<file path="config.mk">
export PLATFORM = sky130hd
export DESIGN_NAME = sem_ctrl
export DESIGN_NICKNAME = d
export VERILOG_FILES = /design/src/hdl/sem_pkg.sv /design/src/hdl/sem_ctrl.sv
export SDC_FILE = /design/constraint.sdc
export NUM_CORES = 1
export LEC_CHECK = 0
export BUFFER_PORTS_ARGS = -buffer_cell sky130_fd_sc_hd__buf_2
export CAP_MARGIN = 20
export CORE_AREA = 2 2 39 41
export DETAILED_ROUTE_END_ITERATION = 8
export DIE_AREA = 0 0 41 43
export REMOVE_ABC_BUFFERS = 1
export SLEW_MARGIN = 0
export SYNTH_ARGS = -nofsm -noshare
export SYNTH_HDL_FRONTEND = slang
export SYNTH_SLANG_ARGS = --single-unit
</file>
<file path="constraint.sdc">
create_clock -name clk_i -period 2 [get_ports clk_i]
set_input_delay 0.1 -clock clk_i [delete_from_list [all_inputs] [get_ports clk_i]]
set_output_delay 0.1 -clock clk_i [all_outputs]
set_load 0.1 [all_outputs]
</file>
<file path="src/hdl/sem_pkg.sv">
// Shared types and constants for the Sobel edge magnitude block.
// Used by the controller, the datapath and the top level; no dependencies.
`timescale 1ns / 1ps

package sem_pkg;

  localparam int PIX_W      = 24;  // packed RGB pixel, red in the low byte
  localparam int CH_W       = 8;
  localparam int FW_W       = 11;
  localparam int FH_W       = 12;
  localparam int CFG_IDX_W  = 1;
  localparam int CFG_DATA_W = 12;
  localparam int S_W        = 22;  // sum of squares, below 2^21 fits easily
  localparam int N_W        = 23;  // root accumulator incl. bit headroom
  localparam int ROOT_STEPS = 12;  // one result bit per step, 2^22 down to 2^0
  localparam int STEP_W     = 4;

  localparam logic [CFG_IDX_W-1:0] REG_FRAME_WIDTH  = 1'b0;
  localparam logic [CFG_IDX_W-1:0] REG_FRAME_HEIGHT = 1'b1;

  localparam logic [FW_W-1:0] FRAME_WIDTH_RST  = 11'd640;
  localparam logic [FH_W-1:0] FRAME_HEIGHT_RST = 12'd480;

  // Controller to datapath
  typedef struct packed {
    logic              load;    // capture the input transfer
    logic              update;  // line/window/counter update, line data valid
    logic              square;  // form gradients and sums of squares
    logic              root;    // one square root step
    logic [STEP_W-1:0] step;
  } sem_cmd_t;

  // Datapath to controller
  typedef struct packed {
    logic emit;  // current item produces a result
  } sem_sts_t;

  function automatic logic [CH_W-1:0] chan(input logic [PIX_W-1:0] px, input int k);
    return px[k*CH_W +: CH_W];
  endfunction

endpackage

</file>
<file path="src/hdl/sem_ctrl.sv">
// Controller state machine: sequences read, update, square and root steps.
// Depends on sem_pkg.
`timescale 1ns / 1ps

module sem_ctrl
  import sem_pkg::*;
(
  input  logic     clk_i,
  input  logic     rst_ni,
  input  logic     in_valid_i,
  output logic     in_ready_o,
  output logic     out_valid_o,
  input  logic     out_ready_i,
  input  sem_sts_t sts_i,
  output sem_cmd_t cmd_o
);

  typedef enum logic [2:0] {
    ST_IDLE, ST_READ, ST_UPDATE, ST_SQUARE, ST_ROOT, ST_OUT
  } state_e;

  state_e            state_q;
  logic [STEP_W-1:0] step_q;

  always_ff @(posedge clk_i or negedge rst_ni) begin
    if (!rst_ni) begin
      state_q <= ST_IDLE;
      step_q  <= '0;
    end else begin
      unique case (state_q)
        ST_IDLE:   if (in_valid_i) state_q <= ST_READ;
        ST_READ:   state_q <= ST_UPDATE;
        ST_UPDATE: state_q <= sts_i.emit ? ST_SQUARE : ST_IDLE;
        ST_SQUARE: begin
          state_q <= ST_ROOT;
          step_q  <= '0;
        end
        ST_ROOT: begin
          if (step_q == STEP_W'(ROOT_STEPS - 1)) begin
            state_q <= ST_OUT;
          end else begin
            step_q <= step_q + 1'b1;
          end
        end
        ST_OUT:    if (out_ready_i) state_q <= ST_IDLE;
        default:   state_q <= ST_IDLE;
      endcase
    end
  end

  // Command decode
  assign in_ready_o   = (state_q == ST_IDLE);
  assign out_valid_o  = (state_q == ST_OUT);
  assign cmd_o.load   = (state_q == ST_IDLE) && in_valid_i;
  assign cmd_o.update = (state_q == ST_UPDATE);
  assign cmd_o.square = (state_q == ST_SQUARE);
  assign cmd_o.root   = (state_q == ST_ROOT);
  assign cmd_o.step   = step_q;

endmodule

</file>
### Word-level counts from Yosys, hierarchy flattened

Cells that the tools add are included.

| word-level totals | value |
|---|---|
| bits in registers | 7 |
| output and inout port bits | 10 |
| memory bits (read-only) | 0 |
| logic and storage cells | 25 |
| RAM bits | 0 |
| memories | 0 |
| latch bits | 0 |
| input bits | 5 |

| cells by class | value |
|---|---|
| magnitude comparators | 0 |
| muxes and demuxes | 7 |
| multipliers | 0 |
| divide/modulo/power cells | 0 |
| shift-type cells | 0 |
| eq/ne operators | 10 |
| bitwise operators | 0 |
| reductions and logical operators | 5 |
| add/subtract/negate cells | 1 |

Operators with widths:

| cell | count |
|---|---|
| 3-bit one-hot mux with 6 select lines | 1 |
| 3-bit two-way mux | 3 |
| 4-bit one-hot mux with 2 select lines | 1 |
| 3-bit by 2-bit equality test with 1-bit output, second input constant | 2 |
| 3-bit equality test, second input constant | 2 |
| 4-bit by 1-bit adder with 4-bit output, second input constant | 1 |
| 4-bit equality test, second input constant | 1 |
| 4-bit two-way mux | 1 |
| 2-bit by 1-bit != test with 1-bit output, second input constant | 2 |
| 2-bit != test, second input constant | 2 |
| 3-bit by 1-bit equality test with 1-bit output, second input constant | 1 |
| 3-bit zero test | 1 |
| 3-bit AND reduction | 1 |
| 2-bit two-way mux | 1 |
| 2-bit AND reduction | 1 |
| 2-bit nonzero test | 1 |
| 1-bit logical AND | 1 |

### Longest topological paths before layout

Gate-level depths: netlist of run 1.

| depth | value |
|---|---|
| depth in word-level cells | 3 |
| gate-level depth with buffers | 4 |
| depth with buffers taken out | 4 |

### Worst setup path before layout of run 1

OpenSTA, ideal clock, no wires.

| timing path | value |
|---|---|
| path kind | register to output |
| start | reg state_q[2] |
| end | out cmd_o[7] (netlist bit) |
| stages on the path, launching flop included | 4 |
| slack | -1646 ps |
| path buffers | 1 |
| data arrival time | 3546 ps |
| required time | 1900 ps |
| cell sequence | dfrtp_1 -> buf_6 -> nor3_1 -> and2_1 |

RTL lines:

| item | line | RTL |
|---|---|---|
| start: declaration | sem_ctrl.sv:22 | `state_e state_q;` |
| start signal: assignment | sem_ctrl.sv:33 | `ST_UPDATE: state_q <= sts_i.emit ? ST_SQUARE : ST_IDLE;` |
| end: declaration | sem_ctrl.sv:15 | `output sem_cmd_t cmd_o` |

==> out/qor.txt, run 1 <==
dpl hpwl: 648 um
r2r setup slk: 0.73 ns
Residual DRC: 0
CTS tree: built
CP startpoint kind: flip-flop
Non-Filler Instances: 75
post-cts resize count: 0
Crit path largest cell delay: 0.49 ns
cell area after synthesis: 418 um2
slew margin rel.: 67.7%
Worst EP arrival: 1.54 ns
Setup WS post-layout: 0.361 ns
fmax: 610 MHz
post-place setup slack: 0.620 ns
worst-case reg-to-reg path depth: 4
final non-filler cell area: 522 um2
layout cells sized above 1: 35.6%
register area: 175 um2
DR WL/cell: 10.8 um
die area: 0.00176 mm2
number of global-route vias before repair: 319
Max Cap Viol: 0
area share of the largest cell type after synthesis: 41.9%
# IOs: 15
reg-to-reg endpoint: step_q[1]
CP startpoint: state_q[2]
WL final: 810 um
initial DRC count: 8
aggregate global-route resource usage: 10.7%
RSZ-0062 raised after global routing: false
synth unique cells: 22
Chip Width: 41 um
top cell type by total area after synthesis: dfrtp_1
Max clock buf depth: 2
# H-tree levels: 1
CP max stage cell: buf_2
Hold Path Class: primary input to flip-flop
HP Start: sts_i
worst-skew pair later-pin latency: 0.25 ns
commonest non-fill, non-tap cells in the layout: buf_2 (14), dfrtp_1 (7), nand3b_1 (4), nand2_1 (4), a21oi_1 (4)
Slew @ Worst Pin: 0.487 ns
top cells by area, synth: dfrtp_1 (42%), nand3b_1 (7.2%), buf_6 (5.4%)
Hold Fails Final Rpt: 0
Gate Count Post-Synth: 42
initial antenna violation count: 0
std cell rows: 14
fin. max-slew vios: 0
area of the multi-input gates: 209 um2
global-route wire length before repair: 1220 um
IO buf count: 14
Post-layout nets: 66
dpl cells: 70
Setup crit end kind: output port
required time of the critical path: 1.90 ns
FILL cells: 149
Die Y: 43 um
via count: 350
CTS clock-pin slew for the worst setup and hold paths: 0.05 ns
n_diodes: 0
First-pass DRT Iterations: 4
CTS Hold Bufs: 1
Layout Utilization: 37.7%
Setup Skew: 0.00345 ns
RePlAce Congestion: 0.712
syn avg cell area: 9.95 um2
DP Area: 485 um2
status: finished, final reports clean
hold path endpoint: state_q[1]
post-synthesis sequential area ratio: 41.9%
fin crit share: 81.9%
Synth warnings: 0
Reg2Reg Launch Point: step_q[0]
minimum clock period: 1.64 ns
Setup CP Type: flip-flop to output port
P&R area growth vs syn: 24.9%
cts bufs inserted: 3
worst-path maximum fanout: 9
CP Cell Sequence: nor3b_4 -> buf_2
largest net degree at the start of global routing: 10
Remaining Overflow, GRT: 0
postcts setup bufs: 0
root buf cell: clkbuf_4
Hold Path Cell Cnt: 3
Initial Util: 30.2%
Core Area: 0.00138 mm2
Antenna Nets Post-Route: 0
most common cell after layout, fill and taps aside: buf_2
CTS Sinks: 7
Avg Vias per Cell: 4.67
#FFs+latches synth: 7
final setup fails: 0
## kinds of logic (layout without fill, tap and decap cells)
family | count (synthesis) | after routing | share of synthesized area (%)
fa+ha+maj | 1 | 1 | 2.99
flops | 7 | 7 | 41.9
buf+inv | 5 | 22 | 8.08
compound gates | 8 | 8 | 13.2
mux | 2 | 2 | 4.79
simple gates | 19 | 19 | 29.0
## per-stage QoR
stage	setup TNS, ns	hold WS [ns]
finish	0	0.138
floorplan	-3.44	-0.196
detailed placement	0	-0.0603
CTS	0	0.132
global route	0	0.157
global placement	0	-0.0645
## cells in the mapped netlist
master    number
ha_1           1
nor3b_4        1
a31o_1         1
mux2i_1        2
nor3_1         1
nor2_1         2
nand4_1        1
and3_2         1
buf_6          2
a21bo_2        1
nand2b_1       1
o21bai_1       1
nor3b_1        1
a22o_1         1
and2_1         1
nand3_1        1
inv_1          3
dfrtp_1        7
nand2_2        1
a21oi_1        4
nand2_1        4
nand3b_1       4
## layer usage
| metal | wire length (um) | share of wire (%) | vias to the layer above | GRT usage (%) |
|---|---|---|---|---|
| met3 | 16 | 2.0 | 2 | 3.14 |
| met1 | 370 | 46 | 162 | 12.9 |
| met4 | 12 | 1.5 | 0 | 10.0 |
| li1 | - | - | 181 | - |
| met2 | 410 | 51 | 5 | 14.4 |
| met5 | 0 | 0 | - | 0 |
## flip-flops by register name (all words and copies together), names as in the netlist
signal and count:
step_q 4, state_q 3
## cell type report
| type | instances | area share (%) |
|---|---|---|
| sequential | 7 | 33.6 |
| timing repair buffer | 15 | 15.3 |
| tap | 16 | 3.84 |
| inverter | 3 | 2.16 |
| multi-input combinational | 30 | 40.0 |
| clock buffer | 4 | 5.04 |
## critical path, delay by kind of cell (launching register included)
family / cells / cell delay [ns]
buffers and inverters: 1 / 0.49
DFF: 1 / 0.47
and+or+nand+nor: 1 / 0.34
## worst max path at each step
stage          endpoint  slack, ns  depth (start not counted)
6_report       cmd_o[4]       0.36                          2
5_1_grt        cmd_o[4]       0.27                          2
4_1_cts        cmd_o[4]       0.35                          2
3_5_place_dp   cmd_o[4]       0.62                          2
3_3_place_gp   cmd_o[4]       0.63                          2
2_1_floorplan  cmd_o[7]      -1.65                          2
Power of run 1 is not shown: default switching activity piles up to over one toggle a cycle in this logic, so the estimate is an artifact.
==> run 2: changes to the inputs <==
==> constraint.sdc (replaced) <==
create_clock -name clk_i -period 1.65 [get_ports clk_i]
set_input_delay 0.0825 -clock clk_i [delete_from_list [all_inputs] [get_ports clk_i]]
set_output_delay 0.0825 -clock clk_i [all_outputs]
set_load 0.1 [all_outputs]
==> out/qor.txt, run 2 (synthesized netlist as in run 1, its figures left out) <==
global-route wire length before repair: 1390 um
Initial Util: 30.2%
Core Area: 0.00138 mm2
Residual DRC: 0
final setup fails: 0
commonest non-fill, non-tap cells in the layout: buf_2 (10), dfrtp_1 (7), clkbuf_4 (5)
Max Cap Viol: 0
CTS Sinks: 7
First-pass DRT Iterations: 4
postcts setup bufs: 0
root buf cell: clkbuf_4
Max clock buf depth: 2
cts bufs inserted: 3
layout cells sized above 1: 35.6%
CP startpoint kind: flip-flop
Setup CP Type: flip-flop to output port
RePlAce Congestion: 0.640
fin crit share: 93.9%
Top reg by flops: step_q
required time of the critical path: 1.57 ns
WL final: 870 um
Chip Width: 41 um
die area: 0.00176 mm2
Die Y: 43 um
slew margin rel.: 67.9%
fin. max-slew vios: 0
FILL cells: 144
minimum clock period: 1.55 ns
std cell rows: 14
max FFs per register: 4
worst-path maximum fanout: 9
via count: 358
n_diodes: 0
Non-Filler Instances: 75
Reg2Reg Launch Point: state_q[1]
CP startpoint: state_q[1]
DR WL/cell: 11.6 um
Antenna Nets Post-Route: 0
RSZ-0062 raised after global routing: false
initial antenna violation count: 0
Avg Vias per Cell: 4.77
Hold Fails Final Rpt: 0
worst-skew pair later-pin latency: 0.26 ns
Setup crit end kind: output port
Post-layout nets: 66
Worst EP arrival: 1.47 ns
Hold Path Class: primary input to flip-flop
initial DRC count: 9
# H-tree levels: 1
CTS tree: built
P&R area growth vs syn: 33.2%
Slew @ Worst Pin: 0.485 ns
# IOs: 15
status: finished, final reports clean
dpl cells: 70
Setup Skew: 0.00578 ns
number of global-route vias before repair: 328
Regs by FF count: step_q (4), state_q (3)
aggregate global-route resource usage: 12.3%
HP Start: sts_i
CTS clock-pin slew for the worst setup and hold paths: 0.06 ns
largest net degree at the start of global routing: 10
Remaining Overflow, GRT: 0
most common cell after layout, fill and taps aside: buf_2
IO buf count: 14
fmax: 646 MHz
run 2: cell count changes in the layout (fill, tap and decap cells not counted), sizes merged:
| cell | delta |
|---|---|
| buf | -2 |
| clkbuf | +2 |
run 2: final timing paths:
check	slack, ns	depth (start not counted)	end
min in group asynchronous	0.22	2	state_q[2]
max in group asynchronous	1.27	2	state_q[0]
min reg2reg	0.54	1	step_q[0]
max reg2reg	0.32	3	step_q[1]
min	0.11	3	state_q[1]
max	0.10	3	out_valid_o
run 2: critical path: stages, from the launching register on:
cell and delay, ns:
dfrtp_1 0.48, nand2b_1 0.20, nor2_1 0.16, clkbuf_4 0.36
run 2: repair_timing:
item,in CTS,in global routing
resized for setup,0,2
hold buffers,1,0
endpoints found under the setup margin,0,2
endpoints found under the hold margin,7,0
run 2: stage by stage:
step	hold WS (ns)	TNS, ns	utilization, %	cell area [um2]	worst slack (ns)
CTS	0.101	0	39.9	552	0.00505
global route	0.125	0	40.2	557	0.0163
finish	0.107	0	40.2	557	0.101
floorplan	-0.213	-6.19	-	395	-1.98
detailed placement	-0.0725	0	37.3	515	0.285
global placement	-0.0721	0	37.3	515	0.280
run 2: area by class of cell:
cell class                 count  area [um2]  share of cell area [%]
sequential                     7         175                    31.5
clock buffer                   4        26.3                    4.72
tap                           16        20.0                    3.60
inverter                       3        11.3                    2.02
multi-input combinational     30         209                    37.5
timing repair buffer          15         115                    20.7
run 2: layer usage:
layer / GRT usage, % / vias up / share of wire [%]
met3: 1.57 / 6 / 2.8
met4: 12.0 / 0 / 5.7
met5: 0 / - / 0
li1: - / 180 / -
met1: 14.5 / 163 / 42
met2: 17.8 / 9 / 49
Power of run 2 is left out for the same reason.
